`config.mk`:
```
export PLATFORM = sky130hd
export DESIGN_NAME = free_block_bitmap_allocator
export DESIGN_NICKNAME = d
export VERILOG_FILES = /design/src/hdl/fba_pkg.sv /design/src/hdl/free_block_bitmap_allocator.sv
export VERILOG_INCLUDE_DIRS = /design/src /design/src/hdl
export SDC_FILE = /design/constraint.sdc
export NUM_CORES = 2
export LEC_CHECK = 0
export BUFFER_PORTS_ARGS = -buffer_cell sky130_fd_sc_hd__clkbuf_2
export CAP_MARGIN = 20
export CORE_MARGIN = 2
export CORE_UTILIZATION = 28
export CTS_BUF_LIST = sky130_fd_sc_hd__clkbuf_8
export CTS_CLUSTER_DIAMETER = 50
export DETAILED_ROUTE_END_ITERATION = 6
export PLACE_DENSITY = 0.51
export SLEW_MARGIN = 20
export SYNTH_ARGS = -nofsm -noshare
export SYNTH_HDL_FRONTEND = slang
export SYNTH_SLANG_ARGS = --single-unit
```
`constraint.sdc`:
```
create_clock -name clk_i -period 37.7 [get_ports clk_i]
set_input_delay 1.885 -clock clk_i [delete_from_list [all_inputs] [get_ports clk_i]]
set_output_delay 1.885 -clock clk_i [all_outputs]
set_load 0.02 [all_outputs]
```
`src/hdl/assert_macros.svh`:
```
// assertion macros shared by the allocator rtl
`ifndef ASSERT_MACROS_SVH
`define ASSERT_MACROS_SVH
`ifndef NO_ASSERTIONS
`define ASSERT_NEVER(lbl, cond) \
  lbl: assert property (@(posedge clk_i) disable iff (!rst_ni) !(cond)) \
    else $error("assertion failed");
`define ASSERT_IMPLY(lbl, ante, cons) \
  lbl: assert property (@(posedge clk_i) disable iff (!rst_ni) (ante) |-> (cons)) \
    else $error("assertion failed");
`define ASSERT_NEXT(lbl, ante, cons) \
  lbl: assert property (@(posedge clk_i) disable iff (!rst_ni) (ante) |=> (cons)) \
    else $error("assertion failed");
`else
`define ASSERT_NEVER(lbl, cond)
`define ASSERT_IMPLY(lbl, ante, cons)
`define ASSERT_NEXT(lbl, ante, cons)
`endif
`endif

```
`src/hdl/fba_pkg.sv`:
```
`timescale 1ns / 1ps
// types and constants of the free block bitmap allocator
package fba_pkg;

  localparam int unsigned STATUS_W = 2;
  localparam int unsigned BLK_W    = 12;
  localparam int unsigned CNT_P_W  = 13;
  localparam int unsigned WANT_W   = 5;
  localparam int unsigned ROW_BITS = 8;
  localparam int unsigned ROW_SH   = 3;

  localparam logic [STATUS_W-1:0] ST_OK      = 2'd0;
  localparam logic [STATUS_W-1:0] ST_NOSPACE = 2'd1;
  localparam logic [STATUS_W-1:0] ST_INVALID = 2'd2;

  localparam logic REQ_ALLOC = 1'b0;
  localparam logic REQ_FREE  = 1'b1;

  typedef enum logic [1:0] {
    S_CLEAR,
    S_IDLE,
    S_FREE,
    S_ALLOC
  } fba_state_e;

endpackage

```
`src/hdl/free_block_bitmap_allocator.sv`:
```
`timescale 1ns / 1ps
// first fit block allocator over a used/free bitmap held in a row memory
// free request: the row is read, then S_FREE decides and registers the result; rejected
// allocate: result in the cycle after accept; allocate: rows read from row 0 up, one block
//   granted per cycle while the row has a free block, else the row written back and the
//   next fetched (one read port); after reset and each block_count write a clear pass
//   zeroes every row with busy high; results come at most one per cycle and cannot be stalled
`include "assert_macros.svh"

module free_block_bitmap_allocator
  import fba_pkg::*;
#(
  parameter int unsigned NUM_BLOCKS = 4096,
  parameter int unsigned MAX_ALLOC  = 16
) (
  input  logic                clk_i,
  input  logic                rst_ni,
  // block_count register
  input  logic                cfg_we_i,
  input  logic [CNT_P_W-1:0]  cfg_wdata_i,
  // request side
  input  logic                start,
  output logic                busy,
  input  logic                req_type_i,
  input  logic [WANT_W-1:0]   want_count_i,
  input  logic [BLK_W-1:0]    block_index_i,
  // result side
  output logic                res_valid_o,
  output logic [STATUS_W-1:0] status_o,
  output logic [BLK_W-1:0]    granted_block_o,
  output logic                last_o,
  output logic [CNT_P_W-1:0]  free_blocks_o
);

  // map geometry: one memory row holds the used bits of 8 consecutive blocks
  localparam int unsigned IDX_W = $clog2(NUM_BLOCKS);
  localparam int unsigned CNT_W = $clog2(NUM_BLOCKS + 1);
  localparam int unsigned ROWS  = (NUM_BLOCKS + ROW_BITS - 1) / ROW_BITS;
  localparam int unsigned ROW_W = (IDX_W > ROW_SH + 1) ? IDX_W - ROW_SH : 1;
  localparam int unsigned REM_W = $clog2(MAX_ALLOC + 1);
  localparam logic [ROW_W-1:0] ROW_LAST = ROW_W'(ROWS - 1);

  // map memory, one write and one read port, registered read data
  logic [ROW_BITS-1:0] map_mem [ROWS];
  logic [ROW_BITS-1:0] rd_data_q;
  logic                mem_we, mem_re;
  logic [ROW_W-1:0]    mem_waddr, mem_raddr;
  logic [ROW_BITS-1:0] mem_wdata;

  // control and payload registers
  fba_state_e          state_q, state_d;
  logic [ROW_W-1:0]    clr_q, clr_d;
  logic [ROW_W-1:0]    row_q, row_d;
  logic [ROW_SH-1:0]   bit_q, bit_d;
  logic                hit_q, hit_d;
  logic [ROW_BITS-1:0] word_q, word_d;
  logic                fresh_q, fresh_d;
  logic [REM_W-1:0]    rem_q, rem_d;
  logic [CNT_W-1:0]    free_q, free_d;
  logic [CNT_W-1:0]    managed_q, managed_d;
  logic                strobe_q, strobe_d;
  logic [STATUS_W-1:0] status_q, status_d;
  logic [BLK_W-1:0]    gblk_q, gblk_d;
  logic                last_q, last_d;

  // scan helpers
  logic [ROW_BITS-1:0] word_cur;
  logic [ROW_BITS-1:0] avail;
  logic [ROW_BITS-1:0] cand;
  logic [ROW_SH-1:0]   pick;
  logic [31:0]         row_base;
  logic [31:0]         in_idx32;
  logic [31:0]         in_row32;
  logic [31:0]         sat32;
  logic [31:0]         fsub32;
  logic [31:0]         gblk32;
  logic                accept;
  logic                want_bad;
  logic                no_space;

  assign accept   = start && !busy;
  assign in_idx32 = 32'(block_index_i);
  assign in_row32 = in_idx32 >> ROW_SH;
  assign want_bad = (want_count_i == '0) || (32'(want_count_i) > MAX_ALLOC);
  assign no_space = 32'(free_q) < 32'(want_count_i);
  assign fsub32   = 32'(free_q) - 32'(want_count_i);
  assign sat32    = (32'(cfg_wdata_i) > NUM_BLOCKS) ? NUM_BLOCKS : 32'(cfg_wdata_i);

  // the row word just read is taken from the memory, later picks from the working copy
  assign word_cur = fresh_q ? rd_data_q : word_q;
  assign row_base = 32'(row_q) << ROW_SH;
  assign gblk32   = row_base | 32'(pick);

  // blocks at or above the managed count never count as free
  always_comb begin
    for (int b = 0; b < ROW_BITS; b++) begin
      avail[b] = (row_base + 32'(b)) < 32'(managed_q);
    end
  end

  assign cand = ~word_cur & avail;

  // lowest free bit of the row
  always_comb begin
    pick = '0;
    for (int b = ROW_BITS - 1; b >= 0; b--) begin
      if (cand[b]) begin
        pick = ROW_SH'(b);
      end
    end
  end

  always_comb begin
    state_d   = state_q;
    clr_d     = clr_q;
    row_d     = row_q;
    bit_d     = bit_q;
    hit_d     = hit_q;
    word_d    = word_q;
    fresh_d   = 1'b0;
    rem_d     = rem_q;
    free_d    = free_q;
    managed_d = managed_q;
    strobe_d  = 1'b0;
    status_d  = status_q;
    gblk_d    = gblk_q;
    last_d    = last_q;
    mem_we    = 1'b0;
    mem_waddr = row_q;
    mem_wdata = word_cur;
    mem_re    = 1'b0;
    mem_raddr = row_q;

    case (state_q)
      S_CLEAR: begin
        // one row zeroed per cycle
        mem_we    = 1'b1;
        mem_waddr = clr_q;
        mem_wdata = '0;
        if (clr_q == ROW_LAST) begin
          state_d = S_IDLE;
        end else begin
          clr_d = clr_q + 1'b1;
        end
      end
      S_IDLE: begin
        if (accept) begin
          if (req_type_i == REQ_FREE) begin
            // fetch the row, decide on the next cycle
            mem_re    = 1'b1;
            mem_raddr = in_row32[ROW_W-1:0];
            row_d     = in_row32[ROW_W-1:0];
            bit_d     = in_idx32[ROW_SH-1:0];
            hit_d     = in_idx32 < 32'(managed_q);
            state_d   = S_FREE;
          end else if (want_bad) begin
            strobe_d = 1'b1;
            status_d = ST_INVALID;
            gblk_d   = '0;
            last_d   = 1'b1;
          end else if (no_space) begin
            strobe_d = 1'b1;
            status_d = ST_NOSPACE;
            gblk_d   = '0;
            last_d   = 1'b1;
          end else begin
            // success is certain: the free count drops by the whole request now
            free_d    = fsub32[CNT_W-1:0];
            rem_d     = REM_W'(want_count_i);
            row_d     = '0;
            mem_re    = 1'b1;
            mem_raddr = '0;
            fresh_d   = 1'b1;
            state_d   = S_ALLOC;
          end
        end
      end
      S_FREE: begin
        if (hit_q && rd_data_q[bit_q]) begin
          mem_we    = 1'b1;
          mem_waddr = row_q;
          mem_wdata = rd_data_q & ~(ROW_BITS'(1) << bit_q);
          free_d    = free_q + 1'b1;
        end
        strobe_d = 1'b1;
        status_d = ST_OK;
        gblk_d   = '0;
        last_d   = 1'b1;
        state_d  = S_IDLE;
      end
      S_ALLOC: begin
        if (|cand) begin
          // grant one block per cycle while the row still has a free block
          word_d   = word_cur | (ROW_BITS'(1) << pick);
          strobe_d = 1'b1;
          status_d = ST_OK;
          gblk_d   = gblk32[BLK_W-1:0];
          last_d   = (rem_q == REM_W'(1));
          rem_d    = rem_q - 1'b1;
          if (rem_q == REM_W'(1)) begin
            mem_we    = 1'b1;
            mem_waddr = row_q;
            mem_wdata = word_d;
            state_d   = S_IDLE;
          end
        end else begin
          // row exhausted: write it back and fetch the next one
          mem_we    = 1'b1;
          mem_waddr = row_q;
          mem_wdata = word_cur;
          row_d     = row_q + 1'b1;
          mem_re    = 1'b1;
          mem_raddr = row_q + 1'b1;
          fresh_d   = 1'b1;
        end
      end
      default: begin
        state_d = S_IDLE;
      end
    endcase

    // a block_count write restarts the map from scratch
    if (cfg_we_i) begin
      managed_d = sat32[CNT_W-1:0];
      free_d    = sat32[CNT_W-1:0];
      clr_d     = '0;
      state_d   = S_CLEAR;
    end
  end

  always_ff @(posedge clk_i or negedge rst_ni) begin
    if (!rst_ni) begin
      state_q   <= S_CLEAR;
      clr_q     <= '0;
      fresh_q   <= 1'b0;
      rem_q     <= '0;
      free_q    <= '0;
      managed_q <= '0;
      strobe_q  <= 1'b0;
    end else begin
      state_q   <= state_d;
      clr_q     <= clr_d;
      fresh_q   <= fresh_d;
      rem_q     <= rem_d;
      free_q    <= free_d;
      managed_q <= managed_d;
      strobe_q  <= strobe_d;
    end
  end

  always_ff @(posedge clk_i) begin
    row_q    <= row_d;
    bit_q    <= bit_d;
    hit_q    <= hit_d;
    word_q   <= word_d;
    status_q <= status_d;
    gblk_q   <= gblk_d;
    last_q   <= last_d;
  end

  always_ff @(posedge clk_i) begin
    if (mem_we) begin
      map_mem[mem_waddr] <= mem_wdata;
    end
    if (mem_re) begin
      rd_data_q <= map_mem[mem_raddr];
    end
  end

  assign busy            = (state_q != S_IDLE);
  assign res_valid_o     = strobe_q;
  assign status_o        = status_q;
  assign granted_block_o = gblk_q;
  assign last_o          = last_q;
  // free count is final by the time any result of a request is shown
  assign free_blocks_o   = CNT_P_W'(32'(free_q));

  `ASSERT_NEVER(a_free_le_managed, free_q > managed_q)
  `ASSERT_IMPLY(a_alloc_rem_nonzero, state_q == S_ALLOC, rem_q != '0)
  `ASSERT_IMPLY(a_error_is_last, strobe_q && (status_q != ST_OK), last_q)
  `ASSERT_NEXT(a_accept_progress, accept && !cfg_we_i, busy || strobe_q)

endmodule

```
==> impl_metrics.prom <==
# TYPE chip_impl_metric gauge
chip_impl_metric{name="switchingPower",unit="W"} 0.002792
chip_impl_metric{name="largest_stage_delay_on_the_critical_path",unit="ps"} 850
chip_impl_metric{name="critPathArrivalTime",unit="ps"} 10820
chip_impl_metric{name="track_usage",unit=""} 0.1942
chip_impl_metric{name="worst-r2r-cell-count",unit=""} 19
chip_impl_metric{name="timing.clock.skew",unit="ps"} 112.5
chip_impl_metric{name="fmax",unit="MHz"} 101.2
chip_impl_metric{name="hold_buffers",unit=""} 0
chip_impl_metric{name="num_io_pins",unit=""} 65
chip_impl_metric{name="number_of_instances_in_the_synthesized_netlist",unit=""} 12560
chip_impl_metric{name="yosysSeqAreaShare",unit=""} 0.7446
chip_impl_metric{name="drc",unit=""} 0
chip_impl_metric{name="drv_slew",unit=""} 0
chip_impl_metric{name="starting_density",unit=""} 0.2813
chip_impl_metric{name="asyncSetResetFlopFracSynth",unit=""} 0.01052
chip_impl_info{name="rsz0062_at_grt",value="false"} 1
chip_impl_metric{name="yosys_warnings",unit=""} 0
chip_impl_metric{name="p_sw_frac",unit=""} 0.2809
chip_impl_metric{name="synth_nets",unit=""} 12628
chip_impl_metric{name="cts_max_level",unit=""} 6
chip_impl_metric{name="vias",unit=""} 112606
chip_impl_metric{name="drv_cap",unit=""} 0
chip_impl_metric{name="worst_skew_pair.late_latency",unit="ps"} 1330
chip_impl_metric{name="vdd_ir_drop_max",unit="V"} 0.00003753
chip_impl_info{name="worst_setup_path_start_kind",value="flop"} 1
chip_impl_info{name="result_of_the_run",value="finished clean"} 1
chip_impl_metric{name="power.density",unit="nW/um^2"} 51.95
chip_impl_metric{name="wl_per_cell",unit="um"} 28.72
chip_impl_metric{name="holdWs",unit="ps"} 509.1
chip_impl_info{name="timing_worst_setup_path_type",value="flop to flop"} 1
chip_impl_metric{name="layout.core_utilization",unit=""} 0.3197
chip_impl_metric{name="post-route-min-period",unit="ps"} 9878
chip_impl_metric{name="synthToLayoutAreaGrowth",unit="%"} 13.67
chip_impl_info{name="clk_tree_root_cell",value="clkbuf_8"} 1
chip_impl_info{name="cts_tree",value="yes"} 1
chip_impl_metric{name="viasPerCell",unit=""} 5.262
chip_impl_info{name="cell_type_with_the_largest_total_area_after_synthesis",value="edfxtp_1"} 1
chip_impl_metric{name="timing.final.crit_share",unit=""} 0.2620
chip_impl_metric{name="clock_power_share",unit=""} 0.377
chip_impl_metric{name="share_comb_of_total_power",unit=""} 0.115
chip_impl_metric{name="crit_buf_inv",unit=""} 5
chip_impl_metric{name="antenna_found_initial",unit=""} 66
chip_impl_metric{name="worst_ep_required_time",unit="ps"} 38640
chip_impl_metric{name="grt_pass1_vias",unit=""} 105302
chip_impl_metric{name="number_of_inserted_filler_cells_in_the_final_layout",unit=""} 59763
chip_impl_metric{name="num-nets-final",unit=""} 12905
chip_impl_metric{name="total_leakage_power",unit="nW"} 64.98
chip_impl_metric{name="core-area",unit="sq um"} 598400
chip_impl_metric{name="p_seq_frac",unit=""} 0.508
chip_impl_metric{name="die_area",unit="sq um"} 607400
chip_impl_metric{name="critical_path_depth",unit=""} 19
chip_impl_metric{name="layout_cell_share_with_drive_strength_beyond_1",unit=""} 0.1026
chip_impl_metric{name="setup_viol",unit=""} 0
chip_impl_metric{name="cts.sinks",unit=""} 4184
chip_impl_info{name="cp_slowest_cell",value="a211oi_4"} 1
chip_impl_metric{name="cts_post_setup_buffers_inserted",unit=""} 0
chip_impl_metric{name="worstPathMaxFanout",unit=""} 93
chip_impl_metric{name="synth-edff-count",unit=""} 4131
chip_impl_metric{name="wl",unit="mm"} 614.5
chip_impl_metric{name="die-width",unit="um"} 779.3
chip_impl_metric{name="first_iter_violations",unit=""} 14775
chip_impl_info{name="synthMostInstantiatedCell",value="edfxtp_1"} 1
chip_impl_info{name="critical_path.endpoint_type",value="flop"} 1
chip_impl_info{name="worst_path_dominant_cell_family",value="compound AO/OA/AOI/OAI gates"} 1
chip_impl_metric{name="die_h",unit="um"} 779.3
chip_impl_metric{name="buffer_levels_on_the_longest_clock_path",unit=""} 4
chip_impl_metric{name="grt.overflow.total",unit=""} 0
chip_impl_info{name="critical_path.most_common_cell",value="buf_4"} 1
chip_impl_metric{name="internal-power",unit="W"} 0.007147
chip_impl_metric{name="slew-limit-headroom",unit=""} 0.08148
chip_impl_metric{name="cts_buffers",unit=""} 707
chip_impl_info{name="crit_chain",value="ha_1 > nand4_1 > nor2_1 > o21ai_0 > a211o_4 > o31ai_4 > mux2_8 > inv_8 > buf_4 > buf_4 > buf_4 > buf_4 > a21oi_1 > a22oi_1 > o21ai_0 > a211oi_4 > o21ai_0 > and4_1 > nor4_1"} 1
chip_impl_metric{name="num_rows",unit=""} 284
chip_impl_metric{name="hold_path_depth",unit=""} 1
chip_impl_metric{name="post_cts_resized",unit=""} 0
chip_impl_metric{name="syn-cell-area",unit="sq um"} 168300
chip_impl_metric{name="tns",unit="ps"} 0
chip_impl_metric{name="worst_slew_pin_slew",unit="ps"} 1359
chip_impl_metric{name="globalplace.congestion",unit=""} 0.8579
chip_impl_metric{name="dr.pass1.iters",unit=""} 6
chip_impl_metric{name="clk_pin_slew_worst_paths",unit="ps"} 60
chip_impl_metric{name="grt_first_pass_wirelength",unit="mm"} 847.5
chip_impl_metric{name="p_total",unit="W"} 0.009939
chip_impl_metric{name="finalHoldViolCount",unit=""} 0
chip_impl_info{name="synth.top_cells.by_area",value="edfxtp_1 (74%), nand2_1 (7.8%), mux2i_1 (2.5%)"} 1
chip_impl_metric{name="portBuffers",unit=""} 64
chip_impl_info{name="netlist_top_cells_count",value="edfxtp_1 (4131), nand2_1 (3478), nand3_1 (765)"} 1
chip_impl_metric{name="dp_hpwl",unit="mm"} 364.7
chip_impl_metric{name="synth.lib_cells_used.distinct",unit=""} 85
chip_impl_info{name="worst_hold_path_type",value="flop to flop"} 1
chip_impl_metric{name="avgSynthCellArea",unit="sq um"} 13.40
chip_impl_info{name="ys.flop_type",value="edfxtp_1"} 1
chip_impl_metric{name="grt_start_max_net_pins",unit=""} 178
chip_impl_metric{name="ys_seq_elements",unit=""} 4184
chip_impl_metric{name="yosysTopAreaCellShare",unit=""} 0.7370
chip_impl_metric{name="drt_antenna_net_count",unit=""} 0
[flip-flops by register name (all words and copies together), names as in the netlist, 2 cells and up]
register / count
free_blocks_o: 13
clr_q: 9
rem_q: 5
status_o: 2
rd_data_q: 8
state_q: 2
map_mem: 4096
bit_q: 3
word_q: 8
granted_block_o: 12
row_q: 9
managed_q: 13
[routing by layer]
| metal | wire, um | vias to the layer above | GRT usage |
|---|---|---|---|
| li1 | - | 47563 | - |
| met1 | 252400 | 57972 | 0.2690 |
| met2 | 273100 | 5950 | 0.2972 |
| met3 | 62930 | 1087 | 0.04251 |
| met4 | 25830 | 34 | 0.07524 |
| met5 | 291 | - | 0.0007051 |
[layout make-up]
type,count,area (sq um),area share
antenna,15,37.54,0.0001962
clock inverter,537,2739,0.01431
clock buffer,712,9799,0.05122
inverter,51,225.2,0.001177
multi-input combinational,7496,39970,0.2089
sequential,4184,125300,0.6550
timing repair buffer,397,3214,0.01680
tap,8008,10020,0.05237
[logic make-up after synthesis]
kind of cell               count (synthesis)  share of synthesized area
and+or+nand+nor                         5529                     0.1388
DFF                                     4184                     0.7446
AOI/OAI and AO/OA                       1487                    0.06426
buffers and inverters                    880                    0.02280
muxes                                    433                    0.02628
adders and majority gates                 33                   0.002498
xor gates and xnor gates                  14                  0.0007285
[power groups by stage]
stage,registers [W],clock network [W],logic [W]
finish,0.00505,0.00375,0.00114
global route,0.00505,0.00398,0.00118
CTS,0.00505,0.00379,0.00112
detailed placement,0.00515,0,0.00111
global placement,0.00515,0,0.00111
floorplan,0.00515,0,0.000597
[placed cells by master (no fill, tap or decap), types with 12 or more instances in the layout]
cell and n:
edfxtp_1 4131, nand2_1 3464, nand3_1 745, clkbuf_8 712, nor2_1 591, mux2i_1 415, and3_1 353, inv_1 309
buf_4 298, a311oi_1 276, a31oi_1 261, a21oi_1 234, a32oi_1 227, clkinv_1 167, o21ai_0 119, nor3_1 82
nand4_1 66, clkbuf_2 64, o22ai_1 60, nor4_1 53, a221oi_1 53, dfrtp_1 44, clkinv_2 38, a32o_1 34
ha_1 32, buf_12 27, a211oi_1 19, nor2_2 19, a21o_1 18, o2111ai_1 17, nand3_4 17, and2_1 16
inv_6 16, diode_2 15, o31ai_1 14, or3_1 14, a22oi_1 13, or4_1 12, clkinv_8 12
[through the flow]
stage	instance area, sq um	std cells	setup slack (ps)
3_5_place_dp	178600	20131	27610
3_3_place_gp	178500	20125	27000
2_1_floorplan	168300	12560	11600
5_1_grt	191300	21386	27790
6_report	191300	21400	27820
4_1_cts	191200	21380	28190
[worst paths after layout]
check                                      from                endpoint  slack (ps)
max in group asynchronous                rst_ni    clr_q[6]$_DFFE_PN0P_       36480
max                            row_q[5]$_DFF_P_  rd_data_q[0]$_DFFE_PP_       27820
max reg2reg                    row_q[5]$_DFF_P_  rd_data_q[0]$_DFFE_PP_       27820
min reg2reg                rem_q[4]$_DFFE_PN0P_    rem_q[4]$_DFFE_PN0P_         510
min                        rem_q[4]$_DFFE_PN0P_    rem_q[4]$_DFFE_PN0P_         510
min in group asynchronous                rst_ni    rem_q[3]$_DFFE_PN0P_         760
(Power assumes the default switching activity.)
